==> config.mk <==
export PLATFORM = sky130hd
export DESIGN_NAME = des_round_function
export DESIGN_NICKNAME = d
export VERILOG_FILES = /design/src/design/des_rf_pkg.sv /design/src/design/des_rf_sbox_p.sv /design/src/design/des_round_function.sv
export SDC_FILE = /design/constraint.sdc
export NUM_CORES = 1
export LEC_CHECK = 0
export BUFFER_PORTS_ARGS = -buffer_cell sky130_fd_sc_hd__buf_2
export CORE_ASPECT_RATIO = 0.6
export CORE_MARGIN = 5
export CORE_UTILIZATION = 50
export CTS_CLUSTER_DIAMETER = 60
export CTS_CLUSTER_SIZE = 25
export DETAILED_ROUTE_END_ITERATION = 10
export PLACE_DENSITY = 0.74
export SYNTH_ARGS = -nofsm -noshare
export SYNTH_HDL_FRONTEND = slang
export SYNTH_SLANG_ARGS = --single-unit
==> constraint.sdc <==
create_clock -name i_clk -period 6 [get_ports i_clk]
set_input_delay 0.3 -clock i_clk [delete_from_list [all_inputs] [get_ports i_clk]]
set_output_delay 0.3 -clock i_clk [all_outputs]
set_load 0.02 [all_outputs]
==> src/design/des_rf_pkg.sv <==
// Tables, types and helper functions shared by the DES round function modules
package des_rf_pkg;

    localparam int HALF_BITS = 32;
    localparam int EXP_BITS  = 48;
    localparam int N_SBOX    = 8;
    localparam int GRP_BITS  = 6;
    localparam int SOUT_BITS = 4;

    typedef logic [HALF_BITS-1:0] t_half;
    typedef logic [EXP_BITS-1:0]  t_exp;
    typedef logic [SOUT_BITS-1:0] t_nib;
    typedef logic [GRP_BITS-1:0]  t_grp;

    // expansion table, DES bit numbers with bit one the msb
    localparam int E_TAB [EXP_BITS] = '{
        32,  1,  2,  3,  4,  5,  4,  5,  6,  7,  8,  9,
         8,  9, 10, 11, 12, 13, 12, 13, 14, 15, 16, 17,
        16, 17, 18, 19, 20, 21, 20, 21, 22, 23, 24, 25,
        24, 25, 26, 27, 28, 29, 28, 29, 30, 31, 32,  1
    };

    // permutation table applied to the s-box word
    localparam int P_TAB [HALF_BITS] = '{
        16,  7, 20, 21, 29, 12, 28, 17,  1, 15, 23, 26,  5, 18, 31, 10,
         2,  8, 24, 14, 32, 27,  3,  9, 19, 13, 30,  6, 22, 11,  4, 25
    };

    // substitution boxes, indexed by box, row, column
    localparam t_nib S_TAB [N_SBOX][4][16] = '{
        '{'{4'd14, 4'd4, 4'd13, 4'd1, 4'd2, 4'd15, 4'd11, 4'd8,
            4'd3, 4'd10, 4'd6, 4'd12, 4'd5, 4'd9, 4'd0, 4'd7},
          '{4'd0, 4'd15, 4'd7, 4'd4, 4'd14, 4'd2, 4'd13, 4'd1,
            4'd10, 4'd6, 4'd12, 4'd11, 4'd9, 4'd5, 4'd3, 4'd8},
          '{4'd4, 4'd1, 4'd14, 4'd8, 4'd13, 4'd6, 4'd2, 4'd11,
            4'd15, 4'd12, 4'd9, 4'd7, 4'd3, 4'd10, 4'd5, 4'd0},
          '{4'd15, 4'd12, 4'd8, 4'd2, 4'd4, 4'd9, 4'd1, 4'd7,
            4'd5, 4'd11, 4'd3, 4'd14, 4'd10, 4'd0, 4'd6, 4'd13}},
        '{'{4'd15, 4'd1, 4'd8, 4'd14, 4'd6, 4'd11, 4'd3, 4'd4,
            4'd9, 4'd7, 4'd2, 4'd13, 4'd12, 4'd0, 4'd5, 4'd10},
          '{4'd3, 4'd13, 4'd4, 4'd7, 4'd15, 4'd2, 4'd8, 4'd14,
            4'd12, 4'd0, 4'd1, 4'd10, 4'd6, 4'd9, 4'd11, 4'd5},
          '{4'd0, 4'd14, 4'd7, 4'd11, 4'd10, 4'd4, 4'd13, 4'd1,
            4'd5, 4'd8, 4'd12, 4'd6, 4'd9, 4'd3, 4'd2, 4'd15},
          '{4'd13, 4'd8, 4'd10, 4'd1, 4'd3, 4'd15, 4'd4, 4'd2,
            4'd11, 4'd6, 4'd7, 4'd12, 4'd0, 4'd5, 4'd14, 4'd9}},
        '{'{4'd10, 4'd0, 4'd9, 4'd14, 4'd6, 4'd3, 4'd15, 4'd5,
            4'd1, 4'd13, 4'd12, 4'd7, 4'd11, 4'd4, 4'd2, 4'd8},
          '{4'd13, 4'd7, 4'd0, 4'd9, 4'd3, 4'd4, 4'd6, 4'd10,
            4'd2, 4'd8, 4'd5, 4'd14, 4'd12, 4'd11, 4'd15, 4'd1},
          '{4'd13, 4'd6, 4'd4, 4'd9, 4'd8, 4'd15, 4'd3, 4'd0,
            4'd11, 4'd1, 4'd2, 4'd12, 4'd5, 4'd10, 4'd14, 4'd7},
          '{4'd1, 4'd10, 4'd13, 4'd0, 4'd6, 4'd9, 4'd8, 4'd7,
            4'd4, 4'd15, 4'd14, 4'd3, 4'd11, 4'd5, 4'd2, 4'd12}},
        '{'{4'd7, 4'd13, 4'd14, 4'd3, 4'd0, 4'd6, 4'd9, 4'd10,
            4'd1, 4'd2, 4'd8, 4'd5, 4'd11, 4'd12, 4'd4, 4'd15},
          '{4'd13, 4'd8, 4'd11, 4'd5, 4'd6, 4'd15, 4'd0, 4'd3,
            4'd4, 4'd7, 4'd2, 4'd12, 4'd1, 4'd10, 4'd14, 4'd9},
          '{4'd10, 4'd6, 4'd9, 4'd0, 4'd12, 4'd11, 4'd7, 4'd13,
            4'd15, 4'd1, 4'd3, 4'd14, 4'd5, 4'd2, 4'd8, 4'd4},
          '{4'd3, 4'd15, 4'd0, 4'd6, 4'd10, 4'd1, 4'd13, 4'd8,
            4'd9, 4'd4, 4'd5, 4'd11, 4'd12, 4'd7, 4'd2, 4'd14}},
        '{'{4'd2, 4'd12, 4'd4, 4'd1, 4'd7, 4'd10, 4'd11, 4'd6,
            4'd8, 4'd5, 4'd3, 4'd15, 4'd13, 4'd0, 4'd14, 4'd9},
          '{4'd14, 4'd11, 4'd2, 4'd12, 4'd4, 4'd7, 4'd13, 4'd1,
            4'd5, 4'd0, 4'd15, 4'd10, 4'd3, 4'd9, 4'd8, 4'd6},
          '{4'd4, 4'd2, 4'd1, 4'd11, 4'd10, 4'd13, 4'd7, 4'd8,
            4'd15, 4'd9, 4'd12, 4'd5, 4'd6, 4'd3, 4'd0, 4'd14},
          '{4'd11, 4'd8, 4'd12, 4'd7, 4'd1, 4'd14, 4'd2, 4'd13,
            4'd6, 4'd15, 4'd0, 4'd9, 4'd10, 4'd4, 4'd5, 4'd3}},
        '{'{4'd12, 4'd1, 4'd10, 4'd15, 4'd9, 4'd2, 4'd6, 4'd8,
            4'd0, 4'd13, 4'd3, 4'd4, 4'd14, 4'd7, 4'd5, 4'd11},
          '{4'd10, 4'd15, 4'd4, 4'd2, 4'd7, 4'd12, 4'd9, 4'd5,
            4'd6, 4'd1, 4'd13, 4'd14, 4'd0, 4'd11, 4'd3, 4'd8},
          '{4'd9, 4'd14, 4'd15, 4'd5, 4'd2, 4'd8, 4'd12, 4'd3,
            4'd7, 4'd0, 4'd4, 4'd10, 4'd1, 4'd13, 4'd11, 4'd6},
          '{4'd4, 4'd3, 4'd2, 4'd12, 4'd9, 4'd5, 4'd15, 4'd10,
            4'd11, 4'd14, 4'd1, 4'd7, 4'd6, 4'd0, 4'd8, 4'd13}},
        '{'{4'd4, 4'd11, 4'd2, 4'd14, 4'd15, 4'd0, 4'd8, 4'd13,
            4'd3, 4'd12, 4'd9, 4'd7, 4'd5, 4'd10, 4'd6, 4'd1},
          '{4'd13, 4'd0, 4'd11, 4'd7, 4'd4, 4'd9, 4'd1, 4'd10,
            4'd14, 4'd3, 4'd5, 4'd12, 4'd2, 4'd15, 4'd8, 4'd6},
          '{4'd1, 4'd4, 4'd11, 4'd13, 4'd12, 4'd3, 4'd7, 4'd14,
            4'd10, 4'd15, 4'd6, 4'd8, 4'd0, 4'd5, 4'd9, 4'd2},
          '{4'd6, 4'd11, 4'd13, 4'd8, 4'd1, 4'd4, 4'd10, 4'd7,
            4'd9, 4'd5, 4'd0, 4'd15, 4'd14, 4'd2, 4'd3, 4'd12}},
        '{'{4'd13, 4'd2, 4'd8, 4'd4, 4'd6, 4'd15, 4'd11, 4'd1,
            4'd10, 4'd9, 4'd3, 4'd14, 4'd5, 4'd0, 4'd12, 4'd7},
          '{4'd1, 4'd15, 4'd13, 4'd8, 4'd10, 4'd3, 4'd7, 4'd4,
            4'd12, 4'd5, 4'd6, 4'd11, 4'd0, 4'd14, 4'd9, 4'd2},
          '{4'd7, 4'd11, 4'd4, 4'd1, 4'd9, 4'd12, 4'd14, 4'd2,
            4'd0, 4'd6, 4'd10, 4'd13, 4'd15, 4'd3, 4'd5, 4'd8},
          '{4'd2, 4'd1, 4'd14, 4'd7, 4'd4, 4'd10, 4'd8, 4'd13,
            4'd15, 4'd12, 4'd11, 4'd5, 4'd0, 4'd3, 4'd9, 4'd6}}
    };

    // expansion of the right half to 48 bits, pure wiring
    function automatic t_exp f_expand(input t_half r);
        t_exp x;
        for (int i = 0; i < EXP_BITS; i++) begin
            x[EXP_BITS-1-i] = r[HALF_BITS-E_TAB[i]];
        end
        return x;
    endfunction

    // lookup in one s-box: row from the outer bits, column from the inner four
    function automatic t_nib f_sbox(input int box, input t_grp g);
        return S_TAB[box][{g[5], g[0]}][g[4:1]];
    endfunction

    // permutation of the s-box word, pure wiring
    function automatic t_half f_permute(input t_half s);
        t_half p;
        for (int i = 0; i < HALF_BITS; i++) begin
            p[HALF_BITS-1-i] = s[HALF_BITS-P_TAB[i]];
        end
        return p;
    endfunction

endpackage

==> src/design/des_rf_sbox_p.sv <==
// Substitution layer of the round function: eight s-boxes followed by the P permutation
module des_rf_sbox_p
    import des_rf_pkg::*;
(
    input  t_exp  i_x,
    output t_half o_f
);

    t_half w_s;

    // eight independent 6-to-4 lookups, box 1 on the most significant group
    always_comb begin
        for (int i = 0; i < N_SBOX; i++) begin
            w_s[HALF_BITS-1-SOUT_BITS*i -: SOUT_BITS] =
                f_sbox(i, i_x[EXP_BITS-1-GRP_BITS*i -: GRP_BITS]);
        end
    end

    // final bit permutation
    assign o_f = f_permute(w_s);

endmodule

==> src/design/des_round_function.sv <==
// DES round function f(R, K): input register, expansion, key mix, s-boxes, P, result register
// Each accepted item passes the input register and then the result register before its result is offered.
// Throughput: one item per cycle, with no gaps, as long as the output side does not stall.
// A stall on the output holds the result register, then the input register, then the input.
// Reset (synchronous, active low) clears only the two valid flags; data registers keep their value.
// The block keeps no other state.
module des_round_function
    import des_rf_pkg::*;
(
    input  logic  i_clk,
    input  logic  i_rst_n,
    input  logic  i_valid,
    output logic  o_stall,
    input  t_half i_right_half,
    input  t_exp  i_round_key,
    output logic  o_valid,
    input  logic  i_stall,
    output t_half o_f_out
);

    logic  r_in_valid;
    t_half r_right;
    t_exp  r_key;
    logic  r_out_valid;
    t_half r_f;

    logic  w_advance;
    logic  w_load;
    t_exp  w_x;
    t_half w_f;

    // pipeline control: result register frees up when empty or being taken
    assign w_advance = !r_out_valid || !i_stall;
    assign o_stall   = r_in_valid && !w_advance;
    assign w_load    = i_valid && !o_stall;

    // expansion and key mix on the registered item
    assign w_x = f_expand(r_right) ^ r_key;

    des_rf_sbox_p u_sbox_p (
        .i_x (w_x),
        .o_f (w_f)
    );

    // input register
    always_ff @(posedge i_clk) begin
        if (!i_rst_n) begin
            r_in_valid <= 1'b0;
        end else begin
            if (w_load) begin
                r_in_valid <= 1'b1;
            end else if (w_advance) begin
                r_in_valid <= 1'b0;
            end
        end
        if (w_load) begin
            r_right <= i_right_half;
            r_key   <= i_round_key;
        end
    end

    // result register
    always_ff @(posedge i_clk) begin
        if (!i_rst_n) begin
            r_out_valid <= 1'b0;
        end else if (w_advance) begin
            r_out_valid <= r_in_valid;
        end
        if (w_advance && r_in_valid) begin
            r_f <= w_f;
        end
    end

    assign o_valid = r_out_valid;
    assign o_f_out = r_f;

`ifndef NO_ASSERTIONS
    // an item in the input register moves to the result register with its value
    a_move: assert property (@(posedge i_clk) disable iff (!i_rst_n)
        (r_in_valid && w_advance) |=> (r_out_valid && r_f == $past(w_f)))
        else $error("item not moved to result register");

    // a held item in the input register is not lost or overwritten
    a_hold: assert property (@(posedge i_clk) disable iff (!i_rst_n)
        (r_in_valid && !w_advance) |=> (r_in_valid && $stable(r_right) && $stable(r_key)))
        else $error("held item lost");

    // the input is stalled only when both registers are full and the output stalls
    a_stall: assert property (@(posedge i_clk) disable iff (!i_rst_n)
        o_stall |-> (r_in_valid && r_out_valid && i_stall))
        else $error("input stalled without cause");

    // an accepted item reaches the input register
    a_load: assert property (@(posedge i_clk) disable iff (!i_rst_n)
        w_load |=> (r_in_valid && r_right == $past(i_right_half)))
        else $error("accepted item not captured");
`endif

endmodule

# After elaboration in Yosys (flattened, before gate mapping)
# Cells that the tools add are included.
# W data, S select, Z words.
# op_classes
mux,50
n_bitwise,17
n_reduce_logical,9
magnitude_cmp,16
# ops
op,n
$bmux W64 S2,8
$mux W64,16
$bmux W4 S4,8
$mux W4,16
$xor A48 B48 Y48,1
$ge A5 B5 Y1 const B,8
$not A4 Y5,8
$ge A3 B3 Y1 const B,8
$not A2 Y3,8
$logic_not A1 Y1,4
$logic_and A1 B1 Y1,3
$mux W1,2
$reduce_bool A2 Y1,1
$logic_or A1 B1 Y1,1
# word_totals
ff_bits,114
in_bits,84
word_cells,97
output_inout_bits,34

# Logic depth before layout (Yosys ltp)
# depth
word_depth,8
mapped_depth,9
depth_no_buf,8

# Hierarchy
# A second synthesis with hierarchy kept.
# unflattened
cells_unflattened,870
area_unflattened_um2,8788.4
# by_module_without_submodules
mod,n_inst,cells_each,area_each_um2,seq_area_each_um2
des_rf_sbox_p,1,702,4921.0,0.0
des_round_function,1,168,3867.5,3403.3

# Worst setup path before layout
# OpenSTA, ideal clock, no wires.
# synth_path
path_type,reg-to-reg
from,"register r_out_valid, in the netlist o_valid"
to,"register r_key[0], enable pin"
path_slack_ns,1.282
t_required_ns,5.473
stages_incl_launch_ff,3
t_arrival_ns,4.191
synth_period_minus_slack_ns,4.718
setup_ns,0.527
path_buffers,0
path_cell_list,dfxtp_1 > and3_1 > nor2b_1
# synth_between
elab_chain_len,6
# synth_lines
item,line,rtl
start: declaration,des_round_function.sv:24,logic r_out_valid;
start signal: assignment,des_round_function.sv:67,r_out_valid <= r_in_valid;
$logic_not A1 Y1,des_round_function.sv:33,assign w_advance = !r_out_valid || !i_stall;
$logic_or A1 B1 Y1,des_round_function.sv:33,
$logic_not A1 Y1,des_round_function.sv:34,assign o_stall = r_in_valid && !w_advance;
$logic_and A1 B1 Y1,des_round_function.sv:34,
net o_stall,des_round_function.sv:13,"output logic o_stall,"
$logic_not A1 Y1,des_round_function.sv:35,assign w_load = i_valid && !o_stall;
$logic_and A1 B1 Y1,des_round_function.sv:35,
net w_load,des_round_function.sv:28,logic w_load;
end signal: assignment,des_round_function.sv:58,r_key <= i_round_key;
end: declaration,des_round_function.sv:23,t_exp r_key;
# The timed path passes the listed nets, and every way through them passes these cells.
# A chain may end at the register's enable or synchronous reset.

# Worst setup path in the final report
# layout_path
from,register r_right[4]
to,"register r_f[27], in the netlist o_f_out[27], data pin"
# layout_between
elab_chain_len,8
# layout_lines
item,line,rtl
start: declaration,des_round_function.sv:22,t_half r_right;
start signal: assignment,des_round_function.sv:57,r_right <= i_right_half;
$xor A48 B48 Y48,des_round_function.sv:38,assign w_x = f_expand(r_right) ^ r_key;
$not A2 Y3 (not written as such),des_rf_pkg.sv:108,"return S_TAB[box][{g[5], g[0]}][g[4:1]];"
$bmux W64 S2,des_rf_pkg.sv:108,
$mux W64 (not written as such) (2 in series),des_rf_pkg.sv:108,
$bmux W4 S4,des_rf_pkg.sv:108,
$mux W4 (not written as such) (2 in series),des_rf_pkg.sv:108,
net u_sbox_p.o_f[27],des_rf_sbox_p.sv:6,output t_half o_f
end signal: assignment,des_round_function.sv:70,r_f <= w_f;
end: declaration,des_round_function.sv:25,t_half r_f;
# The timed path passes the listed nets, and every way through them passes these cells. The select of a mux whose other input is x is not followed.

==> qor.txt <==
Status: complete, no violations
Total Routing Usage GR: 0.2025
Final min period: 2.905 ns
CP max FO: 11
Slew @ Worst Pin: 1.142 ns
Power Density: 293.4 nW/um^2
Initial antenna violation count: 1
CTS Root Cell: clkbuf_16
First-pass GRT wire length: 33650 um
Worst-path clk slew: 0.06 ns
Area leader, netlist: edfxtp_1
Layout Skew: 0.01045 ns
ANT cells: 0
Remaining antenna violation count after routing: 0
Mean Syn Cell Area: 10.47 um^2
WP data required: 6.15 ns
Share of cells above drive strength 1: 0.2290
Critical path type: reg -> reg
Area of the multi-input gates: 4941 um^2
Grt ovf: 0
MaxCap Viol Count: 0
Via density: 5.937
CTS max path bufs: 2
Final GP Congestion: 0.9629
Worst IR Drop VDD: 0.1687 mV
Syn nets: 969
Fin nets: 1082
Placeable core area: 17040 um^2
Clock sinks: 114
FF+latch area: 3403 um^2
CTS Hold Buffers Added: 0
Crit path DAT: 3.05 ns
Final period utilization: 0.4842
Vias post-DR: 7041
Synth top area cells: edfxtp_1 (39%), ha_1 (8.5%), mux4_2 (6.5%)
Startpoint types: flip-flop
Starting Density: 0.5074
Largest net degree at the start of global routing: 50
Cells after synthesis: 826
Vias in the first global route: 6470
Seq cells post-synth: 114
DRT Pass-1 Iters: 8
Setup crit end kind: flip-flop
# port buffers: 117
Dominant synthesized flop cell: edfxtp_1
Min-Delay Path Class: in -> reg
Detailed-route DRC error count: 0
Final HPWL DP: 14670 um
RSZ-0062 raised after global routing: false
Leak: 4.027 nW
WL/cell: 17.72 um
Cts bufs inserted: 17
Max Slew Vio Count: 0
Yosys warns: 0
Detailed Route Iter0 Violations: 889
Setup bufs post-CTS: 0
Final TNS setup: 0 ns
Cell variety after synth: 65
Post-synth top area share: 0.3891
Die Ht: 111.9 um
Slew HR: 0.2364
Synth async-reset ratio: 0
Worst-case reg-to-reg path depth: 5
Clk Latency, worst-skew pair: 0.41 ns
Total Die Area: 20110 um^2
Overall routed net length: 21020 um
Die Wd: 179.8 um
Area growth syn-to-layout: 17.20%
Register area share after synthesis: 0.3937
Top cells by count, synth: edfxtp_1 (112), nand2_1 (86), ha_1 (59)
EDFF count, synth: 112
CTS tree: built
Final hold vios: 0
Most frequent cell after synthesis: edfxtp_1
Hold Path Stages: 1
FMAX: 0.3442 GHz
Final setup vio count: 0
Mapped cell area: 8645 um^2
IO Pins: 118
Post_cts resized: 0
H-tree Lvls: 4
Final Core Density: 0.5947
Row count: 37
FILL cells: 1464
==> cell usage in the layout, fill, tap and decap left out, types with 26 or more instances in the layout <==
cell type	count
a21oi_1	37
buf_2	117
edfxtp_1	112
ha_1	59
inv_1	33
nand2_1	86
nand3_1	26
nor2_1	54
o21ai_0	47
xnor2_1	44
xor2_1	30
==> cells by family after synthesis <==
family | count (synthesis) | share of synthesized area
flip-flops | 114 | 0.3937
buffers and inverters | 79 | 0.03691
adder cells (fa/ha/maj) | 59 | 0.08540
AO/OA/AOI/OAI | 225 | 0.1783
multiplexers | 57 | 0.1087
XOR/XNOR | 84 | 0.09379
AND/OR/NAND/NOR | 208 | 0.1032
==> final timing paths <==
kind / startpoint / endpoint / slack [ns]
setup / recovery: r_right[4] / o_f_out[27] / 3.09
hold / removal: i_right_half[17] / r_right[17] / 0.06
setup reg to reg: r_right[4] / o_f_out[27] / 3.09
hold reg to reg: r_in_valid / o_valid / 0.51
==> flip-flops by register name, summed over array words and instances, names as in the netlist <==
name        count
o_f_out        32
r_in_valid      1
r_key          48
o_valid         1
r_right        32
==> final cells by class <==
cell class / count / area share
tap: 234 / 0.02890
timing repair buffer: 137 / 0.07262
clock inverter: 12 / 0.01544
inverter: 36 / 0.01334
multi-input combinational: 633 / 0.4877
clock buffer: 20 / 0.04607
sequential: 114 / 0.3359
==> per-stage QoR <==
stage          instances  hold WS (ns)  power [W]  setup slack, ns  instance area (um^2)
2_1_floorplan        826        0.3989   0.001686            1.282                  8645
3_3_place_gp        1154        0.4761   0.001886            3.222                  9508
3_5_place_dp        1154        0.4781   0.001899            3.131                  9508
4_1_cts             1186       0.04846   0.002978            3.098                 10130
5_1_grt             1186       0.04911   0.003120            2.945                 10130
6_report            1186       0.06307   0.002972            3.095                 10130
==> layer usage <==
layer / share of wire / track usage / vias to the layer above
met2: 0.42 / 0.2962 / 382
met1: 0.47 / 0.3087 / 3270
li1: - / - / 3361
met3: 0.096 / 0.04244 / 26
met5: 0.00062 / 0 / -
met4: 0.012 / 0.04718 / 2
==> where the power goes <==
group / internal (W) / total, W / switching, W
combinational: 0.000384 / 0.000915 / 0.000531
clock: 0.000687 / 0.00107 / 0.000381
sequential: 0.000957 / 0.000990 / 0.0000325
==> worst max-delay path, cell delays in order, from the launching register on <==
cell,delay [ns]
edfxtp_1,0.47
xor2_1,0.66
inv_2,0.24
ha_1,0.30
mux4_1,0.51
mux4_2,0.46
Power figures use the tool's default switching activity.
